===== src/design/rvbd_pkg.sv =====
// Package with the constants, register codes and types of the band displacement block.
package rvbd_pkg;

    // Sizing of the frame store and of the offset range.
    localparam int MAX_WIDTH  = 512;
    localparam int MAX_PUSH   = 200;
    localparam int STORE_ROWS = 512;
    localparam int PERCENT    = 100;

    // Field and register widths.
    localparam int PIX_W      = 32;
    localparam int RND_W      = 16;
    localparam int BW_W       = 5;
    localparam int VAR_W      = 7;
    localparam int PUSH_W     = 8;
    localparam int IW_W       = 10;
    localparam int CFG_IDX_W  = 2;
    localparam int CFG_DATA_W = 10;

    // Derived widths.
    localparam int COL_W  = (MAX_WIDTH > 1) ? $clog2(MAX_WIDTH) : 1;
    localparam int W_W    = $clog2(MAX_WIDTH + 1);
    localparam int ROW_W  = $clog2(STORE_ROWS);
    localparam int ADDR_W = $clog2(STORE_ROWS * MAX_WIDTH);
    localparam int P_W    = $clog2(MAX_PUSH + 1);
    localparam int PV_W   = $clog2(MAX_PUSH * PERCENT + 1);
    localparam int SPAN_W = $clog2(2 * MAX_PUSH + 2);
    localparam int SAT_W  = (SPAN_W > ROW_W) ? SPAN_W : ROW_W;

    // Reciprocal of one hundred for the floor division of push times variance.
    localparam int RECIP_SH = PV_W + 7;
    localparam int RECIP    = (1 << RECIP_SH) / PERCENT;
    localparam int RECIP_W  = RECIP_SH - 6;
    localparam int PROD_W   = PV_W + RECIP_W;

    // Result queue and credit counter.
    localparam int OUT_DEPTH = 4;
    localparam int PTR_W     = $clog2(OUT_DEPTH);
    localparam int CNT_W     = $clog2(OUT_DEPTH + 1);

    // Cycles the offset range needs to follow a register write.
    localparam int SETTLE_CYCLES = 4;
    localparam int SETTLE_W      = 3;

    // Register indexes of the configuration port.
    localparam logic [CFG_IDX_W-1:0] REG_BAND_WIDTH    = 2'd0;
    localparam logic [CFG_IDX_W-1:0] REG_VARIANCE      = 2'd1;
    localparam logic [CFG_IDX_W-1:0] REG_PUSH_DISTANCE = 2'd2;
    localparam logic [CFG_IDX_W-1:0] REG_IMAGE_WIDTH   = 2'd3;

    // Lowest offset and number of possible offsets of the draw.
    typedef struct packed {
        logic [P_W-1:0]    lo;
        logic [SPAN_W-1:0] span;
    } range_t;

    // One result item.
    typedef struct packed {
        logic [PIX_W-1:0] pixel;
        logic             displaced;
    } result_t;

    // Position of one item, captured when it is accepted.
    typedef struct packed {
        logic [PIX_W-1:0]  pixel;
        logic [COL_W-1:0]  col;
        logic [ROW_W-1:0]  rows_seen;
        logic [ROW_W-1:0]  write_row;
        logic              draw;
        logic [SPAN_W-1:0] scaled;
    } stage_t;

endpackage


===== src/design/rvbd_range.sv =====
// Pipeline that turns push distance and variance into the range of the random offset.
module rvbd_range
(
    input  logic                       clk,
    input  logic [rvbd_pkg::VAR_W-1:0] variance_percent,
    input  logic [rvbd_pkg::PUSH_W-1:0] push_distance,
    output rvbd_pkg::range_t           range
);
    import rvbd_pkg::*;

    logic [P_W-1:0]    p_sat;
    logic [VAR_W-1:0]  v_sat;
    logic [P_W-1:0]    p1_reg;
    logic [PV_W-1:0]   pv1_reg;
    logic [PROD_W-1:0] prod;
    logic [P_W-1:0]    p2_reg;
    logic [PV_W-1:0]   pv2_reg;
    logic [P_W-1:0]    qe2_reg;
    logic [PV_W-1:0]   rem;
    logic [P_W-1:0]    q_fix;
    logic              rem_left;
    logic [P_W-1:0]    p3_reg;
    logic [P_W-1:0]    floor3_reg;
    logic [P_W-1:0]    ceil3_reg;
    logic [P_W-1:0]    lo_reg;
    logic [SPAN_W-1:0] span_reg;

    always_comb
    begin
        p_sat = (int'(push_distance) > MAX_PUSH) ? P_W'(MAX_PUSH) : P_W'(push_distance);
        v_sat = (int'(variance_percent) > PERCENT) ? VAR_W'(PERCENT) : variance_percent;
    end

    // The reciprocal estimate is at most one below the true quotient.
    assign prod = PROD_W'(pv1_reg) * PROD_W'(RECIP);

    always_comb
    begin
        rem      = pv2_reg - PV_W'(qe2_reg * PERCENT);
        q_fix    = qe2_reg;
        if (int'(rem) >= PERCENT)
        begin
            rem   = rem - PV_W'(PERCENT);
            q_fix = qe2_reg + 1'b1;
        end
        rem_left = (rem != '0);
    end

    always_ff @(posedge clk)
    begin
        p1_reg     <= p_sat;
        pv1_reg    <= PV_W'(p_sat) * PV_W'(v_sat);
        p2_reg     <= p1_reg;
        pv2_reg    <= pv1_reg;
        qe2_reg    <= P_W'(prod >> RECIP_SH);
        p3_reg     <= p2_reg;
        floor3_reg <= q_fix;
        ceil3_reg  <= q_fix + P_W'(rem_left);
        lo_reg     <= p3_reg - ceil3_reg;
        span_reg   <= SPAN_W'(floor3_reg) + SPAN_W'(ceil3_reg) + SPAN_W'(1);
    end

    assign range.lo   = lo_reg;
    assign range.span = span_reg;

endmodule


===== config.mk =====
export PLATFORM = sky130hd
export DESIGN_NAME = rvbd_range
export DESIGN_NICKNAME = d
export VERILOG_FILES = /design/src/design/rvbd_pkg.sv /design/src/design/rvbd_range.sv
export SDC_FILE = /design/constraint.sdc
export NUM_CORES = 1
export LEC_CHECK = 0
export ABC_AREA = 1
export BUFFER_PORTS_ARGS = -buffer_cell sky130_fd_sc_hd__buf_4
export CAP_MARGIN = 20
export CORE_ASPECT_RATIO = 0.75
export CORE_UTILIZATION = 30
export CTS_BUF_LIST = sky130_fd_sc_hd__clkbuf_16
export DETAILED_ROUTE_END_ITERATION = 12
export GPL_TIMING_DRIVEN = 0
export SYNTH_ARGS = -nofsm -noshare
export SYNTH_HDL_FRONTEND = slang
export SYNTH_SLANG_ARGS = --single-unit

===== constraint.sdc =====
create_clock -name clk -period 9.7 [get_ports clk]
set_input_delay 1.455 -clock clk [delete_from_list [all_inputs] [get_ports clk]]
set_output_delay 1.455 -clock clk [all_outputs]
set_load 0.02 [all_outputs]

==> results_tabular.tex <==
\begin{tabular}{lr}
\hline
Metric & Value \\
\hline
\multicolumn{2}{l}{\textbf{Critical path}} \\
\quad Crit path kind & in2reg \\
\quad Critical Path End Type & flip-flop \\
\quad Delay contributed by the slowest stage of the critical path & 0.56 ns \\
\quad Crit path buffers/inverters & 3 \\
\quad Required time of the critical path & 9.94 ns \\
\quad Slowest stage cell on the critical path & fa\_1 \\
\quad Data arrival time of the critical path & 6.72 ns \\
\quad Cell chain of the critical path & clkbuf\_1 > nand2\_1 > nor3\_1 > nand4\_1 > nand2\_1 > inv\_1 > nor2\_1 > nand2\_1 > fa\_1 > inv\_1 > fa\_1 > fa\_1 > fa\_1 > ha\_1 > nand2\_1 > o21ai\_0 > a31oi\_1 > o21ai\_0 > a21oi\_1 > nor2\_1 > nor2\_1 > xor2\_1 \\
\quad Family with the most delay on the worst path & adder cells \\
\quad Worst Path Max Fanout & 8 \\
\quad Setup crit start kind & primary input \\
\multicolumn{2}{l}{\textbf{Timing}} \\
\quad Transition at the pin with the smallest max-transition slack & 0.701 ns \\
\quad Remaining max-slew budget at the tightest pin & 53.1\% \\
\quad Hold Vio Cnt, Final & 0 \\
\quad Number of slew-limit violations in the final report & 0 \\
\quad Tightest hold margin & 0.324 ns \\
\quad Final period util & 66.9\% \\
\quad Period minus WS final & 6.49 ns \\
\quad Final setup skew & 0.0108 ns \\
\quad Maximum clock rate & 154 MHz \\
\quad Setup TNS & 0 ns \\
\quad Unrepaired setup endpoints after global routing & false \\
\quad Number of endpoints failing setup at the final stage & 0 \\
\multicolumn{2}{l}{\textbf{Synthesis}} \\
\quad Sequential-to-total area share from yosys stat & 17.2\% \\
\quad Synthesized instance count & 1315 \\
\quad Syn Area/Cell & 8.40 sq um \\
\quad Summed instance area of the synthesized netlist & 11000 sq um \\
\quad Netlist cell types & 39 \\
\quad Warnings from Yosys & 0 \\
\quad Flip-flop and latch count after synthesis & 95 \\
\quad Mapped Nets & 1660 \\
\multicolumn{2}{l}{\textbf{Drt}} \\
\quad Violation count after the first detailed-route iteration & 520 \\
\quad Drt first pass iters & 5 \\
\quad Final Routed Wirelength & 24.1 mm \\
\quad Final routed DRC violation total & 0 \\
\quad Detailed-route vias per instance & 4.54 \\
\quad Count of antenna-violating nets left after detailed routing & 0 \\
\quad Number of vias in the routed layout & 8282 \\
\quad Routed length per instance & 13.2 um \\
\multicolumn{2}{l}{\textbf{Floorplan}} \\
\quad Starting density of the core & 30.7\% \\
\quad Total die area & 37600 sq um \\
\quad Number of I/O pins & 33 \\
\quad Core Region & 36000 sq um \\
\quad X dimension of the die & 224 um \\
\quad Die extent in y & 168 um \\
\quad Number of rows created at floorplan & 60 \\
\multicolumn{2}{l}{\textbf{CTS}} \\
\quad Number of buffers added for setup after CTS & 0 \\
\quad Total of hold buffers inserted after clock tree synthesis & 0 \\
\quad Clk slew on worst S/H paths & 0.07 ns \\
\quad Cell at the root of the clock tree & clkbuf\_16 \\
\quad Clock latency at the later pin of the worst-skew pair & 0.35 ns \\
\quad Num CTS Buffers & 9 \\
\quad CTS Sinks & 95 \\
\quad CTS resizes & 0 \\
\quad CTS tree & built \\
\quad CTS Buffer Depth & 2 \\
\quad H-Tree Depth & 3 \\
\multicolumn{2}{l}{\textbf{Global routing}} \\
\quad Global-route total usage across every layer & 13.5\% \\
\quad Total global routing overflow & 0 \\
\quad Maximum number of pins on one net before global-route repair & 21 \\
\quad Number of global-route vias before repair & 7991 \\
\quad Initial antenna violation count & 0 \\
\quad First-pass GRT wire length & 40.4 mm \\
\multicolumn{2}{l}{\textbf{Layout}} \\
\quad Commonest cells after routing, fill and taps aside & 279 x inv\_1, 237 x nand2\_1, 215 x ha\_1 \\
\quad Sequential standard cell area & 1900 sq um \\
\quad Most common cell after layout, fill and taps aside & inv\_1 \\
\quad Area occupied by multi-input gates & 8050 sq um \\
\quad \# fillers & 3741 \\
\quad Final layout net count & 1699 \\
\quad P\&R area growth vs syn & 9.94\% \\
\quad Share of cells above drive strength 1 & 6.92\% \\
\quad Antenna diode count & 0 \\
\multicolumn{2}{l}{\textbf{Placed design}} \\
\quad Post-detail-place hpwl & 21.1 mm \\
\quad Last weighted congestion value of the routability-driven placer & 0.866 \\
\quad Number of buffers inserted by port buffering & 28 \\
\multicolumn{2}{l}{\textbf{Worst hold path}} \\
\quad HP Class & reg2reg \\
\multicolumn{2}{l}{\textbf{Outcome}} \\
\quad Result of the run & completed \\
\multicolumn{2}{l}{\textbf{Job}} \\
\quad Max-capacitance violation count & 0 \\
\hline
\end{tabular}
routing by layer:
metal	part of all wire [%]	global-route usage, %
met5	0	0
met4	0.47	1.73
met3	5.0	2.30
met2	40	19.5
met1	54	21.1
synthesized netlist by cell type, drive strengths merged:
cell / number / area share (%)
and3: 1 / 0.057
a21oi: 57 / 2.6
xnor2: 12 / 0.95
clkbuf: 6 / 0.20
nor3: 6 / 0.27
dfxtp: 95 / 17
nand3b: 5 / 0.34
a21o: 5 / 0.34
ha: 215 / 24
nor2: 83 / 3.4
nor4: 2 / 0.11
or2: 3 / 0.17
and2: 2 / 0.11
a31oi: 7 / 0.40
nor3b: 1 / 0.068
o211ai: 1 / 0.068
xor2: 42 / 3.3
inv: 282 / 9.6
a211oi: 2 / 0.14
o22ai: 1 / 0.057
a31o: 1 / 0.079
nand2: 263 / 9.8
nand4: 22 / 1.2
fa: 114 / 21
o21ai: 22 / 1.0
a22oi: 1 / 0.068
buf: 1 / 0.10
o21bai: 6 / 0.41
nand3: 57 / 2.9
cells by family after synthesis:
| logic type | count (synthesis) | share of synthesized area, % |
|---|---|---|
| AO/OA/AOI/OAI | 103 | 5.13 |
| XOR/XNOR | 54 | 4.28 |
| adder cells (fa/ha/maj) | 329 | 45.0 |
| buffers and inverters | 289 | 9.89 |
| flip-flops | 95 | 17.2 |
| AND/OR/NAND/NOR | 445 | 18.5 |
final cells by class:
class | instances | share of cell area, %
multi-input cells | 931 | 66.3
flip-flops and latches | 95 | 15.7
inverters | 282 | 8.71
well taps | 465 | 4.79
clock buffers | 9 | 1.85
repair buffers | 28 | 1.73
clock inverters | 7 | 0.670
plain buffers | 7 | 0.278
final timing paths:
kind / from / end / cells after the start / slack (ns)
hold / removal: p2_reg[0] / p3_reg[0] / 0 / 0.32
setup reg to reg: qe2_reg[2] / ceil3_reg[7] / 34 / 3.90
setup / recovery: push_distance[6] / pv1_reg[14] / 22 / 3.21
hold reg to reg: p2_reg[0] / p3_reg[0] / 0 / 0.32
worst register-to-register path, delay by kind of cell, from the launching register on:
| family | cells | cell delay (ns) |
|---|---|---|
| adder cells (fa/ha/maj) | 6 | 2.09 |
| AND/OR/NAND/NOR | 19 | 1.83 |
| AO/OA/AOI/OAI | 6 | 0.82 |
| flip-flops | 1 | 0.50 |
| buffers and inverters | 2 | 0.39 |
| XOR/XNOR | 1 | 0.11 |
per-stage QoR:
step | instance area (sq um) | setup WS, ns | util [%] | instances
finish | 12100 | 3.21 | 33.7 | 1824
CTS | 12100 | 3.14 | 33.7 | 1824
global route | 12100 | 2.66 | 33.7 | 1824
detailed placement | 11800 | 2.77 | 32.9 | 1808
global placement | 11800 | 2.80 | 32.9 | 1808
floorplan | 11000 | 3.63 | - | 1315
Power is left out: the tool's default activity adds up to more than one toggle a clock period on the data nets, which glitch-free logic cannot reach.
