[config.mk]
export PLATFORM = sky130hd
export DESIGN_NAME = rvbd_fifo
export DESIGN_NICKNAME = d
export VERILOG_FILES = /design/src/design/rvbd_pkg.sv /design/src/design/rvbd_fifo.sv
export SDC_FILE = /design/constraint.sdc
export NUM_CORES = 1
export LEC_CHECK = 0
export ABC_AREA = 1
export BUFFER_PORTS_ARGS = -buffer_cell sky130_fd_sc_hd__buf_4
export CORE_MARGIN = 1.5
export CORE_UTILIZATION = 62
export CTS_BUF_LIST = sky130_fd_sc_hd__clkbuf_8 sky130_fd_sc_hd__clkbuf_16
export DETAILED_ROUTE_END_ITERATION = 10
export PLACE_DENSITY = 0.95
export SLEW_MARGIN = 10
export SYNTH_ARGS = -nofsm -noshare
export SYNTH_HDL_FRONTEND = slang
export SYNTH_SLANG_ARGS = --single-unit
export TNS_END_PERCENT = 1
[constraint.sdc]
create_clock -name clk -period 3.2 [get_ports clk]
set_input_delay 0.8 -clock clk [delete_from_list [all_inputs] [get_ports clk]]
set_output_delay 0.8 -clock clk [all_outputs]
set_load 0.02 [all_outputs]
[src/design/rvbd_pkg.sv]
// Package with the constants, register codes and types of the band displacement block.
package rvbd_pkg;

    // Sizing of the frame store and of the offset range.
    localparam int MAX_WIDTH  = 512;
    localparam int MAX_PUSH   = 200;
    localparam int STORE_ROWS = 512;
    localparam int PERCENT    = 100;

    // Field and register widths.
    localparam int PIX_W      = 32;
    localparam int RND_W      = 16;
    localparam int BW_W       = 5;
    localparam int VAR_W      = 7;
    localparam int PUSH_W     = 8;
    localparam int IW_W       = 10;
    localparam int CFG_IDX_W  = 2;
    localparam int CFG_DATA_W = 10;

    // Derived widths.
    localparam int COL_W  = (MAX_WIDTH > 1) ? $clog2(MAX_WIDTH) : 1;
    localparam int W_W    = $clog2(MAX_WIDTH + 1);
    localparam int ROW_W  = $clog2(STORE_ROWS);
    localparam int ADDR_W = $clog2(STORE_ROWS * MAX_WIDTH);
    localparam int P_W    = $clog2(MAX_PUSH + 1);
    localparam int PV_W   = $clog2(MAX_PUSH * PERCENT + 1);
    localparam int SPAN_W = $clog2(2 * MAX_PUSH + 2);
    localparam int SAT_W  = (SPAN_W > ROW_W) ? SPAN_W : ROW_W;

    // Reciprocal of one hundred for the floor division of push times variance.
    localparam int RECIP_SH = PV_W + 7;
    localparam int RECIP    = (1 << RECIP_SH) / PERCENT;
    localparam int RECIP_W  = RECIP_SH - 6;
    localparam int PROD_W   = PV_W + RECIP_W;

    // Result queue and credit counter.
    localparam int OUT_DEPTH = 4;
    localparam int PTR_W     = $clog2(OUT_DEPTH);
    localparam int CNT_W     = $clog2(OUT_DEPTH + 1);

    // Cycles the offset range needs to follow a register write.
    localparam int SETTLE_CYCLES = 4;
    localparam int SETTLE_W      = 3;

    // Register indexes of the configuration port.
    localparam logic [CFG_IDX_W-1:0] REG_BAND_WIDTH    = 2'd0;
    localparam logic [CFG_IDX_W-1:0] REG_VARIANCE      = 2'd1;
    localparam logic [CFG_IDX_W-1:0] REG_PUSH_DISTANCE = 2'd2;
    localparam logic [CFG_IDX_W-1:0] REG_IMAGE_WIDTH   = 2'd3;

    // Lowest offset and number of possible offsets of the draw.
    typedef struct packed {
        logic [P_W-1:0]    lo;
        logic [SPAN_W-1:0] span;
    } range_t;

    // One result item.
    typedef struct packed {
        logic [PIX_W-1:0] pixel;
        logic             displaced;
    } result_t;

    // Position of one item, captured when it is accepted.
    typedef struct packed {
        logic [PIX_W-1:0]  pixel;
        logic [COL_W-1:0]  col;
        logic [ROW_W-1:0]  rows_seen;
        logic [ROW_W-1:0]  write_row;
        logic              draw;
        logic [SPAN_W-1:0] scaled;
    } stage_t;

endpackage

[src/design/rvbd_fifo.sv]
// Small result queue that holds finished items until the output side takes them.
module rvbd_fifo
(
    input  logic              clk,
    input  logic              rst_n,
    input  logic              push,
    input  rvbd_pkg::result_t din,
    input  logic              pop,
    output logic              not_empty,
    output rvbd_pkg::result_t dout
);
    import rvbd_pkg::*;

    result_t          entry_reg [OUT_DEPTH];
    logic [PTR_W-1:0] wr_ptr_reg;
    logic [PTR_W-1:0] wr_ptr_next;
    logic [PTR_W-1:0] rd_ptr_reg;
    logic [PTR_W-1:0] rd_ptr_next;
    logic [CNT_W-1:0] count_reg;
    logic [CNT_W-1:0] count_next;

    always_comb
    begin
        wr_ptr_next = wr_ptr_reg;
        rd_ptr_next = rd_ptr_reg;
        count_next  = count_reg;
        if (push)
        begin
            wr_ptr_next = (int'(wr_ptr_reg) == OUT_DEPTH - 1) ? '0 : wr_ptr_reg + 1'b1;
        end
        if (pop)
        begin
            rd_ptr_next = (int'(rd_ptr_reg) == OUT_DEPTH - 1) ? '0 : rd_ptr_reg + 1'b1;
        end
        count_next = count_reg + CNT_W'(push) - CNT_W'(pop);
    end

    always_ff @(posedge clk or negedge rst_n)
    begin
        if (!rst_n)
        begin
            wr_ptr_reg <= '0;
            rd_ptr_reg <= '0;
            count_reg  <= '0;
        end
        else
        begin
            wr_ptr_reg <= wr_ptr_next;
            rd_ptr_reg <= rd_ptr_next;
            count_reg  <= count_next;
        end
    end

    always_ff @(posedge clk)
    begin
        if (push)
        begin
            entry_reg[wr_ptr_reg] <= din;
        end
    end

    assign not_empty = (count_reg != '0);
    assign dout      = entry_reg[rd_ptr_reg];

endmodule

==> results of run 1 <==
layout by cell type (no fill, tap or decap), types with 2 or more instances in the layout:
| master | count |
|---|---|
| o21ai_0 | 3 |
| inv_8 | 2 |
| ha_1 | 7 |
| bufinv_16 | 2 |
| edfxtp_1 | 132 |
| nor2_1 | 2 |
| buf_4 | 82 |
| inv_6 | 7 |
| dfrtp_1 | 6 |
| clkinvlp_4 | 3 |
| nand2_1 | 178 |
| clkbuf_16 | 16 |
| inv_1 | 145 |
| nand3_1 | 68 |
worst max-delay path, stage by stage, from the launching register on:
cell and delay (ns):
dfrtp_2 0.41, inv_2 0.43, buf_4 0.35, nand2_1 0.12, nand3_1 0.11, nand2_1 0.07, buf_4 0.15
path summary, 6_finish.rpt:
path | startpoint | endpoint | slack, ns | cells after the start
max reg2reg | wr_ptr_reg[0] | entry_reg[0][31] | 1.56 | 5
max | rd_ptr_reg[0] | dout[4] | 0.23 | 6
min in group clk | din[27] | entry_reg[1][27] | 0.46 | 1
min reg2reg | count_reg[2] | count_reg[2] | 0.64 | 3
max in group asynchronous | rst_n | rd_ptr_reg[0] | 2.98 | 1
min | rst_n | wr_ptr_reg[0] | 0.08 | 1
area by class of cell:
class | instances | area share (%)
Sequential cell | 139 | 57.5
Multi-Input combinational cell | 260 | 15.9
Timing Repair Buffer | 82 | 8.55
Inverter | 147 | 7.66
Clock buffer | 17 | 5.75
Clock inverter | 15 | 2.43
Tap cell | 129 | 2.24
cells by family after synthesis:
| logic type | count (synthesis) | share of synthesized area (%) |
|---|---|---|
| flops | 139 | 69.3 |
| compound gates | 4 | 0.335 |
| simple gates | 248 | 17.0 |
| fa+ha+maj | 8 | 1.80 |
| buf+inv | 169 | 11.6 |
synth_stat cells:
| library cell | number |
|---|---|
| clkbuf_1 | 3 |
| edfxtp_1 | 132 |
| dfrtp_1 | 7 |
| o21ai_1 | 1 |
| ha_1 | 7 |
| buf_6 | 5 |
| nor2_1 | 2 |
| nand3_1 | 68 |
| buf_4 | 1 |
| clkinv_1 | 1 |
| fa_1 | 1 |
| buf_2 | 13 |
| inv_2 | 1 |
| o21ai_0 | 3 |
| inv_1 | 145 |
| nand2_1 | 178 |
per-stage QoR:
step	hold slack [ns]	instance area [um2]	util (%)	power [mW]
floorplan	0.504	5970	-	3.93
global placement	0.537	6610	71.2	4.64
detailed placement	0.578	6610	71.2	4.76
CTS	0.0575	7200	77.6	6.75
global route	0.0522	7200	77.6	7.04
finish	0.0756	7200	77.6	6.76
per-layer routing:
layer / global-route usage, % / up-vias / share of wire, %
li1: - / 1920 / -
met1: 33.9 / 1920 / 38
met2: 47.0 / 235 / 51
met3: 7.59 / 39 / 8.3
met4: 13.4 / 0 / 2.3
met5: 0 / - / 0
where the power goes:
| group | switching [mW] | internal [mW] | total [mW] |
|---|---|---|---|
| registers | 0.0980 | 2.34 | 2.44 |
| clock network | 0.804 | 1.14 | 1.94 |
| logic | 1.59 | 0.789 | 2.38 |
| total | 2.49 | 4.27 | 6.76 |
==> impl_metrics.ini, run 1 <==
[hold_path]
hp-class = in -> async

[yosys]
synth_warnings = 0
ys_seq_area_share_pct = 69.3
netlist_area_um2 = 5970
yosys_register_bits = 139
synth.area.top_cells = edfxtp_1 (66%), nand2_1 (11%), inv_1 (9.1%)
syn_nets = 613
synth_cells = 568
synth_top_area_share_pct = 66.3
ys_types = 16
yosysTopAreaCell = edfxtp_1
syn_area_per_cell_um2 = 10.5

[worst_setup_path]
path_max_fanout = 32
cp_data_arrival_time_ns = 2.17
end_kind = output pin
worstSetupStartpointType = register
crit_type = reg -> out
required_ns = 2.40

[sta]
fin_skew_ns = 0.00680
relSlewSlack_pct = 52.5
min_period_over_period_pct = 92.8
slew_violations = 0
rsz0062_at_grt = no
setup_tns_ns = 0
setup_viol = 0
fmax_mhz = 337
hold_viol = 0
setup_ws_ns = 0.229
worstMarginPinSlew_ns = 0.713
period_needed_ns = 2.97

[floorplanning]
initial_core_util_pct = 64.4
rows = 35
core_um2 = 9280
io_pins = 71
design.die.area_um2 = 10200
die_w_um = 101
die_height_um = 101

[layout]
nFillCells = 465
drive_gt1_share_pct = 17.6
diodes = 0
stdcell_count = 789
syn_to_final_growth_pct = 20.5
nets = 692
multi_input_area_um2 = 1140
largest_reg_flops = 132
final-seq-area_um2 = 4140

[placement]
portBuffers = 70
dp_hpwl_um = 7260
place_ws_ns = 0.817
gp_congestion = 0.783
dp_cells = 757

[cts]
clock_path_buffers = 2
cts.repair.resized = 0
cts_made_buffers = 17
path_clk_slew_ns = 0.06
cts_tree = done
hold_buffers = 0
cts_max_level = 4
clockRootBuffer = clkbuf_8
worst_skew_pair.late_latency_ns = 0.53
cts.sinks = 139
cts_setup_buffers = 0

[global_route]
grt_pass1_wl_um = 20800
grt_overflow = 0
grt_usage_pct = 28.0
grt_pass1_vias = 4292
grt_max_degree = 69
antenna_found_initial = 0

[routing]
wl_um = 13300
drt_iter0_drc = 447
wl_per_cell_um = 16.9
first_pass_iters = 5
via_per_inst = 5.21
drtAntennaViolNets = 0
vias = 4114
drc = 0

[pwr]
vdd_drop_max_mv = 0.726
p_leak_nw = 3.42
power_density_nw_per_um2 = 939

[run]
drv.max_cap_violation_count = 0

[outcome]
status = finished, final reports clean
Note: power is estimated with default switching activity, not from simulation.
==> inputs of run 2 (changes only) <==
- PLACE_DENSITY: 0.95 -> default
- PLACE_DENSITY_LB_ADDON: default -> 0.1
==> impl_metrics.ini, run 2 (synthesis gave the netlist of run 1 again) <==
[routing]
via_per_inst = 4.94
drtAntennaViolNets = 0
drc = 0
wl_um = 11400
vias = 3893
wl_per_cell_um = 14.5
first_pass_iters = 4
drt_iter0_drc = 256

[worst_setup_path]
r2r_cells = 5
crit_start = rd_ptr_reg[0]
worstSetupStartpointType = register
end_kind = output pin
required_ns = 2.40
cp_data_arrival_time_ns = 2.00
path_max_fanout = 38
crit_type = reg -> out
worstReg2RegStart = wr_ptr_reg[0]

[floorplanning]
design.die.area_um2 = 10200
core_um2 = 9280
io_pins = 71
die_height_um = 101
rows = 35
die_w_um = 101
initial_core_util_pct = 64.4

[layout]
layout.cells.most_common = nand2_1
nets = 691
drive_gt1_share_pct = 17.1
diodes = 0
syn_to_final_growth_pct = 20.6
nFillCells = 598
layout_common_cells = nand2_1 (178), inv_1 (147), edfxtp_1 (132)
largest_reg_flops = 132
fin_util_pct = 77.6

[sta]
slew_violations = 0
fmax_mhz = 357
fin_skew_ns = 0.00818
relSlewSlack_pct = 59.2
worstMarginPinSlew_ns = 0.612
rsz0062_at_grt = no
setup_tns_ns = 0
setup_ws_ns = 0.397
period_needed_ns = 2.80
setup_viol = 0
min_period_over_period_pct = 87.6
whs_ns = 0.0832
hold_viol = 0

[pwr]
p_seq_share_pct = 37.0
power_density_nw_per_um2 = 921
vdd_drop_max_mv = 0.642
p_leak_nw = 3.43
p_sw_share_pct = 34.9
total_power_mw = 6.64
p_int_mw = 4.32
pwr-share-clk_pct = 28.9
pwr-share-comb_pct = 34.1
power.switching_mw = 2.31

[cts]
path_clk_slew_ns = 0.06
clock_path_buffers = 2
worst_skew_pair.late_latency_ns = 0.52
cts_setup_buffers = 0
cts_max_level = 4
cts_made_buffers = 17
cts_tree = done
cts.sinks = 139
hold_buffers = 0
clockRootBuffer = clkbuf_8
cts.repair.resized = 0

[hold_path]
hp-class = in -> async

[run]
drv.max_cap_violation_count = 0

[placement]
dp_hpwl_um = 6710
place_ws_ns = 0.956
gp_congestion = 0.759
portBuffers = 70

[outcome]
status = finished, final reports clean

[global_route]
met2_usage_pct = 41.9
grt_pass1_wl_um = 18200
antenna_found_initial = 0
grtUsageMet3_pct = 5.04
grt_max_degree = 39
grt_usage_pct = 24.3
grt_busiest_layer = met2
grt_overflow = 0
use_met1_pct = 28.7
grt_pass1_vias = 3966
run 2: through the flow:
| step | area (um2) | std cells |
|---|---|---|
| finish | 7210 | 788 |
| global route | 7210 | 788 |
| CTS | 7210 | 788 |
| detailed placement | 6620 | 756 |
| global placement | 6620 | 756 |
| floorplan | 5970 | 568 |
run 2: layout make-up:
type | count | area (um2) | area share, %
Clock buffer | 17 | 414 | 5.75
Inverter | 147 | 552 | 7.66
Multi-Input combinational cell | 260 | 1140 | 15.9
Clock inverter | 15 | 174 | 2.41
Timing Repair Buffer | 81 | 621 | 8.61
Sequential cell | 139 | 4140 | 57.5
Tap cell | 129 | 161 | 2.24
run 2: critical path: stages (launching register included):
cell	delay [ns]
dfrtp_2	0.55
inv_2	0.11
buf_4	0.38
nand2_1	0.11
nand3_1	0.10
nand2_1	0.08
buf_4	0.16
run 2: path summary, 6_finish.rpt:
kind                                          to  slack, ns
worst max-delay path                     dout[2]       0.40
worst min-delay path                count_reg[0]       0.08
worst max register to register   entry_reg[2][0]       1.42
worst min register to register      count_reg[2]       0.57
max in group asynchronous          rd_ptr_reg[0]       2.98
min in group clk                entry_reg[0][28]       0.48
run 2: power by group through the flow:
stage               Clock, mW  Combinational, mW  Sequential, mW
global placement            0               2.19            2.48
detailed placement          0               2.26            2.49
CTS                      1.93               2.28            2.46
floorplan                   0               1.49            2.44
global route             2.01               2.50            2.48
finish                   1.92               2.26            2.46
run 2: routing by layer:
metal	routed length, um	share of wire, %	vias up
li1	-	-	1914
met1	4560	40	1855
met2	6030	53	100
met3	562	4.9	24
met4	256	2.2	0
met5	0	0	-
==> inputs of run 3 (changes only) <==
- CORE_UTILIZATION: 62 -> 50
- GPL_ROUTABILITY_DRIVEN: default -> 0
==> impl_metrics.ini, run 3 (synthesis gave the netlist of run 1 again) <==
[pwr]
power.switching_mw = 2.26
p_int_mw = 4.18
pwr-share-comb_pct = 35.0
power_density_nw_per_um2 = 899
vdd_drop_max_mv = 0.535
pwr-share-clk_pct = 27.3
p_leak_nw = 3.39
p_seq_share_pct = 37.7
p_sw_share_pct = 35.1

[worst_setup_path]
crit_type = reg -> out
r2r_cells = 5
end_kind = output pin
path_max_fanout = 24
slowest_stage = dfrtp_2
worstSetupStartpointType = register
critPathMaxStageDelay_ns = 0.41
cp_data_arrival_time_ns = 1.88
reg2reg_to = entry_reg[2][20]
required_ns = 2.40
worst-path-buf-inv = 3
path_delay_family = buffers and inverters
r2r_setup_slack_ns = 1.61
worstReg2RegStart = wr_ptr_reg[0]
path_cells = inv_2 > buf_4 > nand2_1 > nand3_1 > nand2_1 > buf_4

[layout]
drive_gt1_share_pct = 16.9
largest_reg_flops = 132
fin_util_pct = 62.1
final-seq-area_um2 = 4140
layout.cells.most_common = nand2_1
multi_input_area_um2 = 1140
stdcell_count = 800
nFillCells = 960
nets = 689
diodes = 0
layout_common_cells = nand2_1 (178), inv_1 (146), edfxtp_1 (132)
syn_to_final_growth_pct = 19.8

[routing]
drc = 0
drt_iter0_drc = 130
vias = 3764
wl_per_cell_um = 13.7
via_per_inst = 4.71
wl_um = 10900
first_pass_iters = 8
drtAntennaViolNets = 0

[floorplanning]
io_pins = 71
initial_core_util_pct = 51.9
rows = 39
die_height_um = 112
design.die.area_um2 = 12600
core_um2 = 11500
die_w_um = 112

[run]
drv.max_cap_violation_count = 0

[sta]
relSlewSlack_pct = 52.3
rsz0062_at_grt = no
setup_viol = 0
slew_violations = 0
min_period_over_period_pct = 83.8
fmax_mhz = 373
whs_ns = 0.197
fin_skew_ns = 0.00573
period_needed_ns = 2.68
worstMarginPinSlew_ns = 0.716
setup_tns_ns = 0
hold_viol = 0

[cts]
cts.sinks = 139
clock_path_buffers = 2
cts.repair.resized = 0
clockRootBuffer = clkbuf_16
cts_made_buffers = 17
worst_skew_pair.late_latency_ns = 0.40
path_clk_slew_ns = 0.06
cts_tree = done
cts_max_level = 4
cts_setup_buffers = 0
hold_buffers = 0

[placement]
dp_cells = 768
dp_hpwl_um = 6390
portBuffers = 70

[outcome]
status = finished, final reports clean

[global_route]
grt_pass1_wl_um = 18000
antenna_found_initial = 0
grt_pass1_vias = 3778
grt_overflow = 0
grt_max_degree = 69
grt_usage_pct = 18.6

[hold_path]
hp-class = in -> async
[run 3: cell types whose count changed in the layout (fill, tap and decap cells not counted), sizes merged]
cell / delta
buf: -2
bufinv: -2
clkinv: +5
clkinvlp: +2
inv: -5
[run 3: power by group through the flow]
stage	sequential [mW]	combinational, mW	clock, mW
after detailed placement	2.46	2.29	0
after global placement	2.45	2.26	0
after floorplan	2.44	1.49	0
after global routing	2.45	2.51	1.87
after CTS	2.43	2.30	1.79
final	2.42	2.25	1.76
[run 3: per-layer routing]
layer	part of all wire, %	up-vias	global-route usage (%)
met5	0	-	0
met4	0.95	0	5.91
met3	3.6	9	4.00
met2	51	72	31.7
met1	45	1771	24.0
li1	-	1912	-
[run 3: area by class of cell]
cell class / instances / area share (%)
Tap cell: 143 / 2.50
Sequential cell: 139 / 57.9
Clock buffer: 17 / 5.95
Timing Repair Buffer: 79 / 8.46
Clock inverter: 15 / 1.54
Multi-Input combinational cell: 260 / 16.0
Inverter: 147 / 7.71
[run 3: through the flow]
step,power (mW),setup WS [ns],instance area (um2)
6_report,6.44,0.520,7160
5_1_grt,6.83,0.389,7160
4_1_cts,6.52,0.485,7160
3_5_place_dp,4.75,0.943,6620
3_3_place_gp,4.72,0.948,6620
2_1_floorplan,3.93,1.31,5970
[run 3: worst max-delay path by stage]
| stage | startpoint | endpoint | cells after the start |
|---|---|---|---|
| floorplan | pop | count_reg[2] | 7 |
| global placement | rd_ptr_reg[0] | dout[32] | 6 |
| detailed placement | rd_ptr_reg[0] | dout[32] | 6 |
| CTS | rd_ptr_reg[0] | dout[32] | 6 |
| global route | rd_ptr_reg[0] | dout[32] | 6 |
| finish | rd_ptr_reg[0] | dout[32] | 6 |
[run 3: worst reg2reg max path, cell delays in order, from the launching register on]
cell and delay (ns):
dfrtp_1 0.41, inv_1 0.12, ha_1 0.15, nand2_1 0.05, inv_1 0.04, buf_4 0.43
